[config.mk]
export PLATFORM = sky130hd
export DESIGN_NAME = temperature_outlier_delta_trigger
export DESIGN_NICKNAME = d
export VERILOG_FILES = /design/src/sv/todt_pkg.sv /design/src/sv/todt_div.sv /design/src/sv/temperature_outlier_delta_trigger.sv
export SDC_FILE = /design/constraint.sdc
export NUM_CORES = 1
export LEC_CHECK = 0
export BUFFER_PORTS_ARGS = -buffer_cell sky130_fd_sc_hd__buf_4
export CAP_MARGIN = 15
export CORE_ASPECT_RATIO = 1.5
export CORE_MARGIN = 5
export CORE_UTILIZATION = 30
export CTS_CLUSTER_DIAMETER = 200
export CTS_CLUSTER_SIZE = 25
export DETAILED_ROUTE_END_ITERATION = 10
export PLACE_DENSITY = 0.49
export SLEW_MARGIN = 25
export SYNTH_ARGS = -nofsm -noshare
export SYNTH_HDL_FRONTEND = slang
export SYNTH_SLANG_ARGS = --single-unit
[constraint.sdc]
create_clock -name clock -period 16.8 [get_ports clock]
set_clock_uncertainty 0.05 [all_clocks]
set_input_delay 3.36 -clock clock [delete_from_list [all_inputs] [get_ports clock]]
set_output_delay 3.36 -clock clock [all_outputs]
set_load 0.005 [all_outputs]
[src/sv/todt_pkg.sv]
// Shared types and constants for the temperature outlier / delta trigger block.
// No dependencies; used by every module of the block.
`default_nettype none

package todt_pkg;

   localparam int POOL_DEPTH_DEF = 8;
   localparam int DATA_W         = 16;
   localparam int OFFSET_W       = 9;
   localparam int CSR_ADDR_W     = 2;
   localparam int RSP_W          = 56;

   localparam logic [DATA_W-1:0] INVALID_MARK    = 16'hdead;
   localparam logic [DATA_W-1:0] DEV_LIMIT_RESET = 16'd160;

   typedef enum logic [CSR_ADDR_W-1:0] {
      CSR_OFFSET = 2'd0,
      CSR_DELTA  = 2'd1,
      CSR_LIMIT  = 2'd2,
      CSR_BYTE   = 2'd3
   } csr_idx_type;

   typedef enum logic [2:0] {
      ST_IDLE,
      ST_READ,
      ST_SUM,
      ST_DIV,
      ST_WAIT,
      ST_DONE
   } state_type;

endpackage

`default_nettype wire

[src/sv/todt_div.sv]
// Bit-serial signed divider: truncating quotient of a signed sum by a small count.
// Uses todt_pkg for the data width.
`default_nettype none

module todt_div #(
   parameter int SUM_W = 20,
   parameter int CNT_W = 4
) (
   input  wire logic                          clock,
   input  wire logic                          reset,
   input  wire logic                          start,
   input  wire logic signed [SUM_W-1:0]       dividend,
   input  wire logic        [CNT_W-1:0]       divisor,
   output      logic                          done,
   output      logic signed [todt_pkg::DATA_W-1:0] quotient
);

   localparam int STEP_W = $clog2(SUM_W + 1);

   logic [SUM_W-1:0]  quo_ff, quo_in;
   logic [CNT_W:0]    rem_ff, rem_in;
   logic [CNT_W-1:0]  dvs_ff;
   logic              neg_ff;
   logic [STEP_W-1:0] step_ff, step_in;
   logic              done_ff, done_in;

   logic [CNT_W:0]    trial;
   logic              fits;
   logic [SUM_W-1:0]  mag;
   logic [SUM_W-1:0]  signed_quo;

   assign mag   = dividend[SUM_W-1] ? (~dividend + 1'b1) : dividend;
   assign trial = {rem_ff[CNT_W-1:0], quo_ff[SUM_W-1]};
   assign fits  = trial >= {1'b0, dvs_ff};

   always_comb begin
      quo_in  = {quo_ff[SUM_W-2:0], fits};
      rem_in  = fits ? (trial - {1'b0, dvs_ff}) : trial;
      step_in = step_ff - 1'b1;
      done_in = (step_ff == STEP_W'(1));
   end

   always_ff @(posedge clock) begin
      if (reset) begin
         step_ff <= '0;
         done_ff <= 1'b0;
      end else if (start) begin
         step_ff <= STEP_W'(SUM_W);
         done_ff <= 1'b0;
      end else if (step_ff != '0) begin
         step_ff <= step_in;
         done_ff <= done_in;
      end else begin
         done_ff <= 1'b0;
      end
   end

   always_ff @(posedge clock) begin
      if (start) begin
         quo_ff <= mag;
         rem_ff <= '0;
         dvs_ff <= divisor;
         neg_ff <= dividend[SUM_W-1];
      end else if (step_ff != '0) begin
         quo_ff <= quo_in;
         rem_ff <= rem_in;
      end
   end

   assign signed_quo = neg_ff ? (~quo_ff + 1'b1) : quo_ff;
   assign quotient   = signed_quo[todt_pkg::DATA_W-1:0];
   assign done       = done_ff;

endmodule

`default_nettype wire

[src/sv/temperature_outlier_delta_trigger.sv]
// Temperature outlier filter with delta-send trigger, top level.
// Depends on todt_pkg and todt_div (running mean divider).
//
// Usage:
//   req_ channel: one finished sensor reading per transfer. req_tdata holds the
//   raw reading (signed, 1/16 degree), req_tuser the reading-ok flag.
//   rsp_ channel: exactly one result per request, in order.
//   csr_ port: write-only registers (offset, delta threshold, deviation limit,
//   byte format), which the user must write only while the block is idle; the block does not enforce this.
// Sequencing:
//   A bad reading goes from IDLE straight to DONE, skipping the mean update.
//   A good reading passes READ, SUM, DIV, WAIT and DONE; in WAIT the
//   bit-serial mean divider works, one quotient bit per cycle over SUM_W bits.
//   One reading is processed at a time; a new request transfer can be taken
//   in the cycle after the previous result is loaded into the output register.
// Reset: sample sum, mean, fill count and write position clear, the kept
//   temperature becomes the invalid marker, the trigger disarms, registers
//   take their reset values. The sample ring needs no clearing: entries are
//   read only once the ring has wrapped.
// Stall: the result sits in the output register until rsp_tready; the next
//   request may already be taken and worked on meanwhile, and its result waits
//   for the register to free up.
`default_nettype none

module temperature_outlier_delta_trigger #(
   parameter int POOL_DEPTH = todt_pkg::POOL_DEPTH_DEF
) (
   input  wire logic                                clock,
   input  wire logic                                reset,
   // request channel
   input  wire logic                                req_tvalid,
   output      logic                                req_tready,
   input  wire logic [todt_pkg::DATA_W-1:0]         req_tdata,  // [15:0] raw_reading
   input  wire logic                                req_tuser,  // [0] reading_ok
   // result channel
   output      logic                                rsp_tvalid,
   input  wire logic                                rsp_tready,
   // [0] sample_accepted, [16:1] deviation, [32:17] current_temperature,
   // [33] send_now, [49:34] send_value, [55:50] zero
   output      logic [todt_pkg::RSP_W-1:0]          rsp_tdata,
   // register write port
   input  wire logic                                csr_we,
   input  wire logic [todt_pkg::CSR_ADDR_W-1:0]     csr_addr,
   input  wire logic [todt_pkg::DATA_W-1:0]         csr_wdata
);

   localparam int DW    = todt_pkg::DATA_W;
   localparam int POS_W = (POOL_DEPTH > 1) ? $clog2(POOL_DEPTH) : 1;
   localparam int CNT_W = $clog2(POOL_DEPTH + 1);
   // sum of up to POOL_DEPTH + 1 samples during the update
   localparam int SUM_W = DW + 1 + $clog2(POOL_DEPTH);

   // ---------------- configuration registers ----------------
   logic [todt_pkg::OFFSET_W-1:0] offset_ff;
   logic [DW-1:0]                 delta_ff;
   logic [DW-1:0]                 limit_ff;
   logic                          byte_fmt_ff;

   always_ff @(posedge clock) begin
      if (reset) begin
         offset_ff   <= '0;
         delta_ff    <= '0;
         limit_ff    <= todt_pkg::DEV_LIMIT_RESET;
         byte_fmt_ff <= 1'b0;
      end else if (csr_we) begin
         case (todt_pkg::csr_idx_type'(csr_addr))
            todt_pkg::CSR_OFFSET: offset_ff   <= csr_wdata[todt_pkg::OFFSET_W-1:0];
            todt_pkg::CSR_DELTA:  delta_ff    <= csr_wdata;
            todt_pkg::CSR_LIMIT:  limit_ff    <= csr_wdata;
            todt_pkg::CSR_BYTE:   byte_fmt_ff <= csr_wdata[0];
            default: ;
         endcase
      end
   end

   // ---------------- sequencer ----------------
   todt_pkg::state_type state_ff, state_in;
   logic req_xfer;
   logic rsp_load;
   logic div_start;
   logic div_done;
   logic signed [DW-1:0] div_quot;

   assign req_tready = (state_ff == todt_pkg::ST_IDLE);
   assign req_xfer   = req_tvalid & req_tready;

   always_comb begin
      state_in  = state_ff;
      div_start = 1'b0;
      rsp_load  = 1'b0;
      case (state_ff)
         todt_pkg::ST_IDLE: begin
            if (req_xfer) begin
               state_in = req_tuser ? todt_pkg::ST_READ : todt_pkg::ST_DONE;
            end
         end
         todt_pkg::ST_READ: state_in = todt_pkg::ST_SUM;
         todt_pkg::ST_SUM:  state_in = todt_pkg::ST_DIV;
         todt_pkg::ST_DIV: begin
            div_start = 1'b1;
            state_in  = todt_pkg::ST_WAIT;
         end
         todt_pkg::ST_WAIT: begin
            if (div_done) begin
               state_in = todt_pkg::ST_DONE;
            end
         end
         todt_pkg::ST_DONE: begin
            // output register must be free (or draining) before the result lands
            if (!rsp_tvalid || rsp_tready) begin
               rsp_load = 1'b1;
               state_in = todt_pkg::ST_IDLE;
            end
         end
         default: state_in = todt_pkg::ST_IDLE;
      endcase
   end

   always_ff @(posedge clock) begin
      if (reset) begin
         state_ff <= todt_pkg::ST_IDLE;
      end else begin
         state_ff <= state_in;
      end
   end

   // ---------------- per-item working registers ----------------
   logic          ok_ff;
   logic [DW-1:0] adj_ff, adj_in;
   logic [DW-1:0] dev_ff, dev_in;

   // offset added with 16-bit wrap
   assign adj_in = req_tdata + {{(DW - todt_pkg::OFFSET_W){offset_ff[todt_pkg::OFFSET_W-1]}},
                                offset_ff};

   // ---------------- ring memory and running state ----------------
   logic [DW-1:0]              ring_mem [POOL_DEPTH];
   logic [DW-1:0]              ring_rd_ff;
   logic [POS_W-1:0]           pos_ff, pos_in;
   logic [CNT_W-1:0]           fill_ff, fill_in;
   logic signed [SUM_W-1:0]    sum_ff, sum_in;
   logic signed [DW-1:0]       mean_ff;
   logic                       ring_full;
   logic                       ring_we;

   assign ring_full = (fill_ff == CNT_W'(POOL_DEPTH));
   assign ring_we   = (state_ff == todt_pkg::ST_SUM);

   // read-first: the entry at pos is fetched in READ, overwritten in SUM
   always_ff @(posedge clock) begin
      if (ring_we) begin
         ring_mem[pos_ff] <= adj_ff;
      end
      ring_rd_ff <= ring_mem[pos_ff];
   end

   // deviation of the new sample from the mean before this item
   logic signed [DW:0] mean_diff;
   logic        [DW:0] mean_absdiff;
   assign mean_diff    = {mean_ff[DW-1], mean_ff} - {adj_ff[DW-1], adj_ff};
   assign mean_absdiff = mean_diff[DW] ? (~mean_diff + 1'b1) : mean_diff;
   assign dev_in       = (fill_ff == '0) ? '0 : mean_absdiff[DW-1:0];

   // sum update: add new sample, drop the oldest once the ring is full
   always_comb begin
      sum_in  = sum_ff + {{(SUM_W - DW){adj_ff[DW-1]}}, adj_ff};
      fill_in = fill_ff;
      if (ring_full) begin
         sum_in = sum_in - {{(SUM_W - DW){ring_rd_ff[DW-1]}}, ring_rd_ff};
      end else begin
         fill_in = fill_ff + 1'b1;
      end
      pos_in = (pos_ff == POS_W'(POOL_DEPTH - 1)) ? '0 : pos_ff + 1'b1;
   end

   todt_div #(
      .SUM_W (SUM_W),
      .CNT_W (CNT_W)
   ) u_div (
      .clock    (clock),
      .reset    (reset),
      .start    (div_start),
      .dividend (sum_ff),
      .divisor  (fill_ff),
      .done     (div_done),
      .quotient (div_quot)
   );

   // ---------------- outlier check and delta trigger ----------------
   logic [DW-1:0] kept_ff;
   logic [DW-1:0] last_ff;
   logic          armed_ff;

   logic          accepted;
   logic [DW-1:0] kept_new;
   logic signed [DW:0] trig_diff;
   logic        [DW:0] trig_abs;
   logic          trig_on;
   logic          arm_now;
   logic          fire;
   logic [DW-1:0] byte_src;
   logic [DW-1:0] send_value;

   assign accepted  = ok_ff & (dev_ff < limit_ff);
   assign kept_new  = accepted ? adj_ff : kept_ff;
   assign trig_diff = {kept_new[DW-1], kept_new} - {last_ff[DW-1], last_ff};
   assign trig_abs  = trig_diff[DW] ? (~trig_diff + 1'b1) : trig_diff;
   assign trig_on   = ok_ff & (delta_ff != '0);
   assign arm_now   = trig_on & ~armed_ff & (kept_new != todt_pkg::INVALID_MARK);
   assign fire      = trig_on & armed_ff & (trig_abs > {1'b0, delta_ff});
   // divide by 16 toward zero: bias negatives before the shift
   assign byte_src  = kept_new[DW-1] ? kept_new + DW'(15) : kept_new;
   always_comb begin
      send_value = '0;
      if (fire) begin
         send_value = byte_fmt_ff ? {8'd0, byte_src[11:4]} : kept_new;
      end
   end

   always_ff @(posedge clock) begin
      if (reset) begin
         pos_ff   <= '0;
         fill_ff  <= '0;
         sum_ff   <= '0;
         mean_ff  <= '0;
         kept_ff  <= todt_pkg::INVALID_MARK;
         last_ff  <= '0;
         armed_ff <= 1'b0;
      end else begin
         if (ring_we) begin
            pos_ff  <= pos_in;
            fill_ff <= fill_in;
            sum_ff  <= sum_in;
         end
         if (state_ff == todt_pkg::ST_WAIT && div_done) begin
            mean_ff <= div_quot;
         end
         if (rsp_load) begin
            kept_ff <= kept_new;
            if (arm_now || fire) begin
               last_ff <= kept_new;
            end
            if (arm_now) begin
               armed_ff <= 1'b1;
            end
         end
      end
   end

   always_ff @(posedge clock) begin
      if (req_xfer) begin
         ok_ff  <= req_tuser;
         adj_ff <= adj_in;
         dev_ff <= '0;
      end else if (state_ff == todt_pkg::ST_READ) begin
         dev_ff <= dev_in;
      end
   end

   // ---------------- output register ----------------
   logic                        rsp_valid_ff, rsp_valid_in;
   logic [todt_pkg::RSP_W-1:0]  rsp_data_ff;

   assign rsp_valid_in = rsp_load | (rsp_valid_ff & ~rsp_tready);

   always_ff @(posedge clock) begin
      if (reset) begin
         rsp_valid_ff <= 1'b0;
      end else begin
         rsp_valid_ff <= rsp_valid_in;
      end
   end

   always_ff @(posedge clock) begin
      if (rsp_load) begin
         rsp_data_ff <= {6'd0, send_value, fire, kept_new, dev_ff, accepted};
      end
   end

   assign rsp_tvalid = rsp_valid_ff;
   assign rsp_tdata  = rsp_data_ff;

endmodule

`default_nettype wire

# [Word-level counts from Yosys, hierarchy flattened]
# Memories as Yosys holds them, arrays and structs flattened. A register that Yosys moved wholly into a read port is not among the register bits.
# Index checks and enable logic that the tools add are counted.
[totals] register_bits=240 ramBits=128 inputBits=40 output_inout_bits=58 wordCells=123 memories=1
[classes] n_addsub=14 order_cmp=3 n_eq_ne=15 mux=25 n_bitwise=18 n_reduce_logical=21
[memory_table] memory="ring_mem" words=8 width=16 read_ports=1 rd_ports_with_merged_regs=1 wr=1 line="temperature_outlier_delta_trigger.sv:137" source="logic [DW-1:0] ring_mem [POOL_DEPTH];"
[op_table] operator="$mux W20" count=4
[op_table] operator="$mux W16" count=4
[op_table] operator="$sub A16 B16 Y17" count=2
[op_table] operator="$add A16 B1 Y16 const B" count=2
[op_table] operator="$not A16 Y16" count=2
[op_table] operator="$add A20 B1 Y20 const B" count=1
[op_table] operator="$add A20 B20 Y20" count=1
[op_table] operator="$not A20 Y20" count=1
[op_table] operator="$sub A20 B20 Y20" count=1
[op_table] operator="$pmux W3 S6" count=1
[op_table] operator="$add A17 B1 Y17 const B" count=1
[op_table] operator="$gt A17 B16 Y1" count=1
[op_table] operator="$mux W17" count=1
[op_table] operator="$not A17 Y17" count=1
[op_table] operator="$add A16 B16 Y16" count=1
[op_table] operator="$lt A16 B16 Y1" count=1
[op_table] operator="$ne A16 B16 Y1 const B" count=1
[op_table] operator="$reduce_bool A16 Y1" count=1
[op_table] operator="$mux W3" count=5
[op_table] operator="$reduce_and A2 Y1" count=7
[op_table] operator="$add A12 B4 Y12 const B" count=1
[op_table] operator="$mux W12" count=1
[op_table] operator="$mux W5" count=2
[op_table] operator="$eq A3 B3 Y1 const B" count=3
[op_table] operator="other kinds (30)" count=50

# [Longest topological paths before layout]
# Gate-level depths: netlist of the first run.
[depth] word_depth=11 depth_mapped=36 depth_no_buf=31

# [Modules after synthesis]
# From an unflattened synthesis of the first run, not the netlist that was laid out.
[unflattened] cells_unflattened=2070 hier_area_um2=20525.9
[modules_own_cells] mod="temperature_outlier_delta_trigger" instances=1 cells_each=1808 area_each_um2=18113.6 seq_area_each_um2=8938.6
[modules_own_cells] mod="todt_div" instances=1 cells_each=262 area_each_um2=2412.3 seq_area_each_um2=950.9

# [Worst setup path before layout of the first run]
# No wires, ideal clock.
[synth_path] path_kind="register -> register" start="register limit_ff[9]" end="register last_ff[10]" setup_time_ns=0.081 arrival_time_ns=6.604 required_ns=16.669 slack_ns=10.065 path_stages_with_launch=36 synth_period_minus_slack_ns=6.735 path_cell_list="dfxtp_1 > inv_1 > ha_1 > a21o_1 > a21o_1 > a211oi_1 > o21a_1 > o21ai_1 > buf_2 > buf_2 > mux2i_1 > ha_1 > inv_1 > fa_1 > a21o_1 > a21o_1 > a21boi_1 > o211ai_1 > a31o_2 > nand2_1 > a21o_1 > clkbuf_1 > o21ai_0 > ha_1 > nor2b_1 > o21a_1 > o21ai_0 > a21oi_1 > o31ai_1 > a21oi_1 > o21ai_0 > a21oi_4 > or2_1 > buf_4 > buf_8 > a211oi_2"
[synth_between] elab_chain_len=11 elab_cells_between_ends=13 cone_classes="add/sub (2); order compare (2); eq/ne (1); mux (2); bitwise (4); reduce/logical (2)"
[synth_rtl] element="from (decl)" line="temperature_outlier_delta_trigger.sv:56" source="logic [DW-1:0] limit_ff;"
[synth_rtl] element="from (signal assigned)" line="temperature_outlier_delta_trigger.sv:63" source="limit_ff <= todt_pkg::DEV_LIMIT_RESET;"
[synth_rtl] element="from (signal assigned)" line="temperature_outlier_delta_trigger.sv:69" source="todt_pkg::CSR_LIMIT: limit_ff <= csr_wdata;"
[synth_rtl] element="$lt A16 B16 Y1 (*)" line="temperature_outlier_delta_trigger.sv:204" source="assign accepted = ok_ff & (dev_ff < limit_ff);"
[synth_rtl] element="$and A1 B1 Y1 (*)" line="temperature_outlier_delta_trigger.sv:204"
[synth_rtl] element="$mux W16 (*)" line="temperature_outlier_delta_trigger.sv:205" source="assign kept_new = accepted ? adj_ff : kept_ff;"
[synth_rtl] element="$sub A16 B16 Y17" line="temperature_outlier_delta_trigger.sv:206" source="assign trig_diff = {kept_new[DW-1], kept_new} - {last_ff[DW-1], last_ff};"
[synth_rtl] element="$not A17 Y17" line="temperature_outlier_delta_trigger.sv:207" source="assign trig_abs = trig_diff[DW] ? (~trig_diff + 1'b1) : trig_diff;"
[synth_rtl] element="$add A17 B1 Y17" line="temperature_outlier_delta_trigger.sv:207"
[synth_rtl] element="$mux W17" line="temperature_outlier_delta_trigger.sv:207"
[synth_rtl] element="$gt A17 B16 Y1" line="temperature_outlier_delta_trigger.sv:210" source="assign fire = trig_on & armed_ff & (trig_abs > {1'b0, delta_ff});"
[synth_rtl] element="$and A1 B1 Y1" line="temperature_outlier_delta_trigger.sv:210"
[synth_rtl] element="$logic_or A1 B1 Y1" line="temperature_outlier_delta_trigger.sv:240" source="if (arm_now || fire) begin"
[synth_rtl] element="$reduce_and A2 Y1 (no source line)"
[synth_rtl] element="to (signal assigned)" line="temperature_outlier_delta_trigger.sv:241" source="last_ff <= kept_new;"
[synth_rtl] element="to (decl)" line="temperature_outlier_delta_trigger.sv:191" source="logic [DW-1:0] last_ff;"
# Every way passes the cells marked *; elsewhere a longest branch is shown, timed or not.
# A chain may end at the register's enable or synchronous reset.

# [Worst setup path in the final report of the first run]
[layout_path] start="register limit_ff[9]" end="register last_ff[0]"
[layout_between] elab_chain_len=11 elab_cells_between_ends=13 cone_classes="add/sub (2); order compare (2); eq/ne (1); mux (2); bitwise (4); reduce/logical (2)"
[layout_rtl] element="$lt A16 B16 Y1 (*)" line="temperature_outlier_delta_trigger.sv:204"
[layout_rtl] element="$and A1 B1 Y1 (*)" line="temperature_outlier_delta_trigger.sv:204"
[layout_rtl] element="named net accepted" line="temperature_outlier_delta_trigger.sv:194" source="logic accepted;"
[layout_rtl] element="$mux W16 (*)" line="temperature_outlier_delta_trigger.sv:205"
[layout_rtl] element="named net kept_new[5]" line="temperature_outlier_delta_trigger.sv:195" source="logic [DW-1:0] kept_new;"
[layout_rtl] element="$sub A16 B16 Y17" line="temperature_outlier_delta_trigger.sv:206"
[layout_rtl] element="$not A17 Y17" line="temperature_outlier_delta_trigger.sv:207"
[layout_rtl] element="$add A17 B1 Y17" line="temperature_outlier_delta_trigger.sv:207"
[layout_rtl] element="$mux W17" line="temperature_outlier_delta_trigger.sv:207"
[layout_rtl] element="$gt A17 B16 Y1" line="temperature_outlier_delta_trigger.sv:210"
[layout_rtl] element="$and A1 B1 Y1" line="temperature_outlier_delta_trigger.sv:210"
[layout_rtl] element="$logic_or A1 B1 Y1 (*)" line="temperature_outlier_delta_trigger.sv:240"
[layout_rtl] element="$reduce_and A2 Y1 (no source line) (*)"
# Mark *: on every way through the listed nets, which the timed path passes. The rest lies on a longest branch.

==> flow_metrics.tcl, run 1 <==
set metrics [dict create \
    outcome "complete, no violations" \
    hp-class "flip-flop to flip-flop" \
    hp-start "limit_ff[8]" \
    worst_slew_pin_slew_ns 1.01 \
    maxCapViolCount 0 \
    setup_slack_ns 9.13 \
    cp-start-kind "flip-flop" \
    vias_per_cell 5.07 \
    hold_violations 0 \
    grt.total_usage 0.154 \
    clockBufferDepth 3 \
    start_util 0.302 \
    synthAdderAreaFrac 0.0851 \
    grt_max_degree 68 \
    grt_first_pass_wirelength_um 90200 \
    layout_common_cells "edfxtp_1, nand2_1, dfxtp_1, nor2_1, inv_1" \
    cp_max_fo 34 \
    core_area_um2 67900 \
    yosys.area_share.xor_xnor 0.0570 \
    io_pins 98 \
    routed_wl_um 58600 \
    path_clk_slew_ns 0.10 \
    syn_inst 2066 \
    avgSynthCellArea_um2 9.93 \
    grt_pass1_vias 15500 \
    dp_slack_ns 9.12 \
    port_buffers 91 \
    yosysSeqAreaShare 0.482 \
    r2r_end "last_ff[0]" \
    setup.worst_path.class "flip-flop to flip-flop" \
    drt-wirelength-per-cell_um 19.3 \
    muxShareOfSynthArea 0.0133 \
    vias 15300 \
    crit_arrival_ns 8.08 \
    diodes 0 \
    reg2reg_slack_ns 9.13 \
    layout_min_cycle_time_ns 7.67 \
    postCtsSetupBuffers 0 \
    synth_cell_type_count 86 \
    synthSimpleGateAreaFrac 0.147 \
    grt_setup_unrepaired "no" \
    syn-cell-area_um2 20500 \
    final_common_cell "edfxtp_1" \
    ys.flop_type "edfxtp_1" \
    htreeDepth 1 \
    dp.cells 2996 \
    ir_drop_mv 0.134 \
    antenna_found_initial 0 \
    drt-pass1-iter-count 5 \
    fillers 6991 \
    fmax_ghz 0.130 \
    end_kind "flip-flop" \
    drc 0 \
    nets 2301 \
    cts_tree "yes" \
    hold_buffers 0 \
    ant_nets 0 \
    power_density_nw_per_um2 171 \
    dp_hpwl_um 42800 \
    cts_buffers 19 \
    initialDrtViolationCount 841 \
    ys_async_sr_fraction 0 \
    hold_depth 2 \
    synth-seq-cells 384 \
    die_h_um 330 \
    synth_top_family_by_area "compound AO/OA/AOI/OAI gates" \
    clockRootBuffer "clkbuf_16" \
    synth_compound_area_frac 0.170 \
    critPathRequiredTime_ns 17.21 \
    critical-path-max-stage-delay_ns 0.56 \
    maxSlewHeadroom 0.326 \
    setup_viol 0 \
    layoutNonFillerInstCount 3029 \
    die_area_um2 73800 \
    fin_util 0.335 \
    die_w_um 224 \
    p_leak_nw 8.49 \
    cts_sinks 384 \
    synth-edff-count 220 \
    rows 117 \
    grt.overflow.total 0 \
    area_growth_pct 11.0 \
    post-route-period-util 0.457 \
    holdWs_ns 0.409 \
    finalSetupTns_ns 0 \
    clk_latency_ns 0.56 \
    ctsResizeCount 0 \
    drv_slew 0 \
    place.gp.congestion 0.859 \
    crit_slowest_cell "or2_1" \
    hold-path-endpoint "limit_ff[8]" \
    final_layout_size_suffix_gt1_frac 0.0922 \
    r2r_start "limit_ff[9]" \
    rr_worst_depth 30 \
    yosysWarningCount 0 \
]
==> power by group <==
part           leakage (nW)  switching, W  internal, W  total, W
Sequential             3.34      0.000161      0.00118   0.00134
Combinational          4.89       0.00121     0.000826   0.00203
Clock                 0.260      0.000309     0.000219  0.000528
Total                  8.49       0.00168      0.00222   0.00390
==> cells in the mapped netlist (all sizes together), types with 10 or more instances <==
cell / count / share of area
a21oi: 125 / 0.031
o31ai: 17 / 0.0062
or3: 13 / 0.0040
xor2: 53 / 0.023
nor2: 165 / 0.030
dfxtp: 164 / 0.16
a21boi: 10 / 0.0037
a21o: 22 / 0.0080
nor4: 13 / 0.0047
or2: 10 / 0.0030
clkbuf: 73 / 0.013
nand3: 34 / 0.0085
a31oi: 10 / 0.0030
xnor2: 78 / 0.033
o21a: 19 / 0.0070
o211ai: 12 / 0.0044
ha: 130 / 0.079
inv: 147 / 0.027
nand2: 209 / 0.038
and3: 12 / 0.0037
buf: 14 / 0.0047
nand4: 30 / 0.0095
nand2b: 19 / 0.0058
nor2b: 20 / 0.0061
a22oi: 64 / 0.023
a211oi: 59 / 0.024
edfxtp: 220 / 0.32
nor3: 67 / 0.016
o21ai: 95 / 0.023
a211o: 15 / 0.0064
mux2i: 25 / 0.012
==> final cells by class <==
type | count | area (µm²) | area share
repair buffers | 120 | 901 | 0.0395
flip-flops and latches | 384 | 9890 | 0.434
clock inverters | 2 | 25.0 | 0.00110
inverters | 148 | 556 | 0.0244
multi-input cells | 1452 | 9780 | 0.429
clock buffers | 31 | 520 | 0.0228
well taps | 892 | 1120 | 0.0490
==> critical path, delay by kind of cell, from the launching register on <==
family                   cells  cell delay, ns
AO/OA/AOI/OAI               19            4.30
buffers and inverters        4            0.82
flip-flops                   1            0.34
AND/OR/NAND/NOR              4            1.17
adder cells (fa/ha/maj)      3            0.88
==> state kept, by name (all words and copies together) (netlist names), 20 cells and up <==
register	cells
ring_mem	128
rsp_tdata	50
sum_ff	20
u_div.quo_ff	20
==> worst max-delay path by stage <==
| stage | start | to | slack (ns) | cells past startpoint |
|---|---|---|---|---|
| 2_1_floorplan | limit_ff[9] | last_ff[10] | 10.07 | 35 |
| 3_3_place_gp | limit_ff[9] | last_ff[4] | 9.33 | 30 |
| 3_5_place_dp | limit_ff[9] | last_ff[0] | 9.12 | 30 |
| 4_1_cts | limit_ff[9] | last_ff[0] | 9.08 | 30 |
| 5_1_grt | limit_ff[9] | last_ff[15] | 8.40 | 31 |
| 6_report | limit_ff[9] | last_ff[0] | 9.13 | 30 |
==> cell families (layout without fill, tap and decap cells) <==
kind of cell / count (synthesis) / after routing
other: 1 / 6
multiplexers: 27 / 27
adder cells (fa/ha/maj): 136 / 136
flip-flops: 384 / 384
buffers and inverters: 235 / 301
XOR/XNOR: 132 / 132
AND/OR/NAND/NOR: 635 / 635
AO/OA/AOI/OAI: 516 / 516
==> per-layer routing <==
metal  wire, µm  part of all wire  GRT usage
met3       1670             0.029     0.0136
met1      23700              0.40      0.178
met4       2810             0.048     0.0681
met5          0                 0          0
met2      30400              0.52      0.288
==> per-stage QoR <==
step / instance area (µm²) / power, W
2_1_floorplan: 20500 / 0.00281
3_3_place_gp: 22200 / 0.00336
3_5_place_dp: 22200 / 0.00339
4_1_cts: 22800 / 0.00394
5_1_grt: 22800 / 0.00424
6_report: 22800 / 0.00390
Power figures use the tool's default switching activity.
==> run 2: changes to the inputs <==
--- a/config.mk
+++ b/config.mk
@@ -5,6 +5,7 @@
 export SDC_FILE = /design/constraint.sdc
 export NUM_CORES = 1
 export LEC_CHECK = 0
+export ABC_AREA = 1
 export BUFFER_PORTS_ARGS = -buffer_cell sky130_fd_sc_hd__buf_4
 export CAP_MARGIN = 15
 export CORE_ASPECT_RATIO = 1.5
==> constraint.sdc (replaced) <==
create_clock -name clock -period 7.9 [get_ports clock]
set_clock_uncertainty 0.05 [all_clocks]
set_input_delay 1.58 -clock clock [delete_from_list [all_inputs] [get_ports clock]]
set_output_delay 1.58 -clock clock [all_outputs]
set_load 0.005 [all_outputs]
==> run 2 against run 1 <==
Global-route usage increased by 1.2 points. Flip-flop and latch count stayed put. Hold slack improved by 0.0092 ns. Total power is 130% higher. Combinational power grew to 2.5 times the previous value. Routed wire length is 13% higher. Sequential power is 120% higher. Count of clock-buffer cells in the layout is 1 higher. Design area increased by 4.0%. Non-clock buffer count stayed put. Synthesized cell count up 20%. Critical endpoint is now last_ff[14]. Largest cell class is now multi-input combinational cells.
==> flow_metrics.tcl, run 2 <==
set metrics [dict create \
    hold_depth 1 \
    ctsResizeCount 0 \
    holdWs_ns 0.418 \
    yosysWarningCount 0 \
    drv_slew 0 \
    postCtsSetupBuffers 0 \
    crit_arrival_ns 7.28 \
    die_area_um2 76900 \
    layoutNonFillerInstCount 3484 \
    diodes 0 \
    yosysMostFrequentCell "nand2_1" \
    grt_first_pass_wirelength_um 101000 \
    synth-seq-cells 384 \
    cp_top_family "simple AND/OR/NAND/NOR gates" \
    cp_max_fo 32 \
    cts_sinks 384 \
    clk_latency_ns 0.56 \
    antenna_found_initial 0 \
    fmax_ghz 0.146 \
    routed_wl_um 66200 \
    regMostFlops "ring_mem" \
    place.gp.congestion 0.915 \
    vias_per_cell 4.96 \
    cpMostUsedCell "nand2_1" \
    crit_buf_inv 4 \
    grt.total_usage 0.166 \
    ys_async_sr_fraction 0 \
    reg2reg_slack_ns 1.03 \
    final_layout_size_suffix_gt1_frac 0.102 \
    start_util 0.301 \
    layout_min_cycle_time_ns 6.87 \
    area_growth_pct 10.8 \
    clockBufferDepth 3 \
    syn-cell-area_um2 21400 \
    hold_violations 0 \
    vias 17300 \
    synthTopCellsByCount "nand2_1, inv_1, edfxtp_1" \
    yosys.area.top_type_share 0.309 \
    drc 0 \
    clockRootBuffer "clkbuf_16" \
    post-route-period-util 0.869 \
    synth_top_area_cell "edfxtp_1" \
    fillers 7412 \
    synth-edff-count 220 \
    rows 120 \
    rr_worst_depth 35 \
    yosysSeqAreaShare 0.462 \
    drt-wirelength-per-cell_um 19.0 \
    power_density_nw_per_um2 386 \
    nets 2732 \
    initialDrtViolationCount 995 \
    seq_area_um2 9890 \
    core_area_um2 71000 \
    avgSynthCellArea_um2 8.62 \
    grt.overflow.total 0 \
    critical-path-max-stage-delay_ns 0.60 \
    layout_common_cells "nand2_1, inv_1, edfxtp_1, a21oi_1, o21ai_0" \
    cp-start-kind "flip-flop" \
    hp-start "u_div.step_ff[4]" \
    r2r_end "last_ff[14]" \
    maxSlewHeadroom 0.322 \
    multi_input_area_um2 9970 \
    die_w_um 228 \
    finalSetupTns_ns 0 \
    syn_inst 2483 \
    grt_setup_unrepaired "no" \
    final_common_cell "nand2_1" \
    outcome "complete, no violations" \
    io_pins 98 \
    port_buffers 91 \
    largest_reg_flops 128 \
    hp-class "flip-flop to flip-flop" \
    worst_slew_pin_slew_ns 1.01 \
    crit_slowest_cell "o21ai_1" \
    path_clk_slew_ns 0.10 \
    synth_cell_type_count 62 \
    end_kind "flip-flop" \
    ant_nets 0 \
    setup_viol 0 \
    p_leak_nw 9.94 \
    setup.worst_path.class "flip-flop to flip-flop" \
    total_power_w 0.00915 \
    htreeDepth 1 \
    grt_max_degree 72 \
    drt-pass1-iter-count 5 \
    dp.cells 3450 \
    grt_pass1_vias 17400 \
    maxCapViolCount 0 \
    final_area_um2 23700 \
    hold_buffers 0 \
    cts_tree "yes" \
    cts_buffers 19 \
    place_area_um2 23100 \
    ir_drop_mv 0.256 \
    critPathRequiredTime_ns 8.31 \
    ys.flop_type "edfxtp_1" \
    hold-path-endpoint "u_div.done" \
    dp_hpwl_um 50000 \
    synth.area.top_cells "edfxtp_1, dfxtp_1, nand2_1" \
    die_h_um 337 \
    r2r_start "limit_ff[15]" \
]
[run 2: changes by cell type in the layout (fill, tap and decap cells not counted), moves of 50 or more]
cell     delta
nand2_1   +254
inv_1     +173
o21ai_0    +87
a21oi_1    +83
nand3_1    +70
xnor2_1    -55
a22oi_1    -50
[run 2: area by class of cell]
| class | count | area share |
|---|---|---|
| Multi-Input combinational cell | 1697 | 0.420 |
| Clock buffer | 32 | 0.0221 |
| Inverter | 334 | 0.0530 |
| Timing Repair Buffer | 120 | 0.0380 |
| Sequential cell | 384 | 0.417 |
| Tap cell | 915 | 0.0483 |
| Clock inverter | 2 | 0.00106 |
[run 2: kinds of logic after synthesis]
logic type	Yosys count	share of synthesized area
and+or+nand+nor	932	0.198
AOI/OAI and AO/OA	534	0.145
buffers and inverters	407	0.0759
DFF	384	0.462
adders and majority gates	136	0.0816
xor gates and xnor gates	89	0.0373
other	1	0.000175
[run 2: routing by layer]
metal,part of all wire,track usage
met2,0.54,0.332
met4,0.041,0.0626
met3,0.028,0.0122
met1,0.39,0.183
met5,0,0
[run 2: worst max path at each step]
| stage | from | end | slack, ns | depth (start not counted) |
|---|---|---|---|---|
| finish | limit_ff[15] | last_ff[14] | 1.03 | 35 |
| global placement | limit_ff[15] | last_ff[0] | 1.02 | 36 |
| global route | limit_ff[15] | last_ff[15] | 0.39 | 35 |
| detailed placement | limit_ff[9] | last_ff[0] | 0.96 | 36 |
| CTS | limit_ff[15] | last_ff[0] | 0.97 | 36 |
| floorplan | limit_ff[15] | rsp_tdata[34] | 2.61 | 39 |
[run 2: metrics by stage]
stage	util	worst slack, ns
2_1_floorplan	-	2.61
3_3_place_gp	0.326	1.02
3_5_place_dp	0.326	0.956
4_1_cts	0.334	0.970
5_1_grt	0.334	0.393
6_report	0.334	1.03
[run 2: power breakdown]
group / total [W] / internal [W] / switching, W / leakage (nW)
Sequential: 0.00289 / 0.00257 / 0.000323 / 3.36
Combinational: 0.00513 / 0.00174 / 0.00339 / 6.32
Clock: 0.00113 / 0.000468 / 0.000666 / 0.261
Total: 0.00915 / 0.00478 / 0.00438 / 9.94
==> run 3: changes to the inputs <==
--- a/config.mk
+++ b/config.mk
@@ -14,7 +14,7 @@
 export CTS_CLUSTER_DIAMETER = 200
 export CTS_CLUSTER_SIZE = 25
 export DETAILED_ROUTE_END_ITERATION = 10
-export PLACE_DENSITY = 0.49
+export PLACE_DENSITY = 0.5
 export SLEW_MARGIN = 25
 export SYNTH_ARGS = -nofsm -noshare
 export SYNTH_HDL_FRONTEND = slang
==> constraint.sdc (replaced) <==
create_clock -name clock -period 5.8 [get_ports clock]
set_clock_uncertainty 0.05 [all_clocks]
set_input_delay 1.16 -clock clock [delete_from_list [all_inputs] [get_ports clock]]
set_output_delay 1.16 -clock clock [all_outputs]
set_load 0.005 [all_outputs]
==> run 3 against run 2 <==
Combinational power up 59%. Design area up 5.2%. Critical path type unchanged. Critical path depth up 1. Global-route usage up 0.53 points. Maximum frequency up 25%. Utilization up 1.7 points. Non-clock buffer count up 92. Register-to-register slack worse by 0.73 ns. Clock power up 38%.
==> flow_metrics.tcl, run 3 (synthesis results as in run 2) <==
set metrics [dict create \
    regMostFlops "ring_mem" \
    power_density_nw_per_um2 548 \
    hp-class "flip-flop to flip-flop" \
    drv_slew 0 \
    worst_slew_pin_slew_ns 0.986 \
    grt.total_usage 0.172 \
    cp_top_family "simple AND/OR/NAND/NOR gates" \
    die_h_um 337 \
    setup.worst_path.class "flip-flop to flip-flop" \
    ant_nets 0 \
    drc 0 \
    final_common_cell "nand2_1" \
    post-route-period-util 0.948 \
    ir_drop_mv 0.399 \
    clockRootBuffer "clkbuf_16" \
    cp-start-kind "flip-flop" \
    dp.cells 3523 \
    hold_violations 0 \
    p_leak_nw 10.5 \
    crit_arrival_ns 5.86 \
    fmax_ghz 0.182 \
    final_layout_size_suffix_gt1_frac 0.158 \
    io_pins 98 \
    final_area_um2 24900 \
    cp_max_fo 7 \
    drt-wirelength-per-cell_um 19.3 \
    area_growth_pct 16.5 \
    setup_viol 0 \
    routed_wl_um 69100 \
    port_buffers 91 \
    finalSetupTns_ns 0 \
    maxCapViolCount 0 \
    holdWs_ns 0.419 \
    core_area_um2 71000 \
    vias_per_cell 4.97 \
    layout_min_cycle_time_ns 5.50 \
    vias 17800 \
    critPathRequiredTime_ns 6.16 \
    multi_input_area_um2 10400 \
    layout_common_cells "nand2_1, inv_1, edfxtp_1, buf_4, a21oi_1" \
    grt_first_pass_wirelength_um 103000 \
    path_clk_slew_ns 0.11 \
    cts_sinks 384 \
    antenna_found_initial 0 \
    place.gp.congestion 0.858 \
    fillers 7336 \
    layoutNonFillerInstCount 3576 \
    drt-pass1-iter-count 7 \
    diodes 0 \
    cts_buffers 19 \
    outcome "complete, no violations" \
    die_w_um 228 \
    place_area_um2 23700 \
    end_kind "flip-flop" \
    nets 2824 \
    crit_slowest_cell "fa_2" \
    htreeDepth 1 \
    initialDrtViolationCount 995 \
    critical-path-max-stage-delay_ns 0.47 \
    crit_buf_inv 7 \
    grt.overflow.total 0 \
    largest_reg_flops 128 \
    seq_area_um2 9900 \
    grt_pass1_vias 17600 \
    start_util 0.301 \
    rows 120 \
    clockBufferDepth 3 \
    clk_latency_ns 0.58 \
    maxSlewHeadroom 0.343 \
    die_area_um2 76900 \
    grt_max_degree 85 \
    cts_tree "yes" \
    dp_hpwl_um 52400 \
]
[run 3: per-layer routing]
layer | part of all wire | vias to the layer above | GRT usage
met5 | 0 | - | 0
met4 | 0.048 | 0 | 0.0712
met3 | 0.026 | 119 | 0.0117
met2 | 0.55 | 374 | 0.350
met1 | 0.37 | 8507 | 0.180
li1 | - | 8768 | -
[run 3: path summary, 6_finish.rpt]
check | startpoint | endpoint | slack, ns | cells past startpoint
hold / removal | ring_mem[3][3] | ring_rd_ff[3] | 0.42 | 2
setup / recovery | limit_ff[13] | rsp_tdata[40] | 0.30 | 36
setup reg to reg | limit_ff[13] | rsp_tdata[40] | 0.30 | 36
hold reg to reg | ring_mem[3][3] | ring_rd_ff[3] | 0.42 | 2
[run 3: stage by stage]
step	utilization	total power, W	setup WS [ns]
6_report	0.351	0.0137	0.299
5_1_grt	0.351	0.0148	-0.0590
4_1_cts	0.342	0.0132	0.0132
3_5_place_dp	0.334	0.0116	-0.0441
3_3_place_gp	0.334	0.0115	0.0168
2_1_floorplan	-	0.00886	0.513
[run 3: layout make-up]
class,count,area share
multi-input combinational,1697,0.416
sequential,384,0.397
timing repair buffer,212,0.0682
inverter,334,0.0506
tap,915,0.0459
clock buffer,32,0.0210
clock inverter,2,0.00100
[run 3: what timing repair did]
| item | in CTS | in global routing |
|---|---|---|
| gates cloned | 0 | 4 |
| pin swaps | 0 | 36 |
| buffers inserted | 0 | 15 |
| hold buffers | 0 | 0 |
| resized for setup | 2 | 92 |
| endpoints found under the setup margin | 19 | 33 |
[run 3: power breakdown]
| part | switching, W | total (W) | internal, W |
|---|---|---|---|
| Combinational | 0.00503 | 0.00817 | 0.00314 |
| Clock | 0.000920 | 0.00156 | 0.000637 |
| Sequential | 0.000430 | 0.00393 | 0.00350 |
| Total | 0.00638 | 0.0137 | 0.00728 |
[run 3: worst reg2reg max path, delay by kind of cell (launching register included)]
family	cells	cell delay (ns)
buffers and inverters	7	0.63
AND/OR/NAND/NOR	17	1.92
AO/OA/AOI/OAI	6	0.91
flip-flops	1	0.32
XOR/XNOR	1	0.17
adder cells (fa/ha/maj)	5	1.37
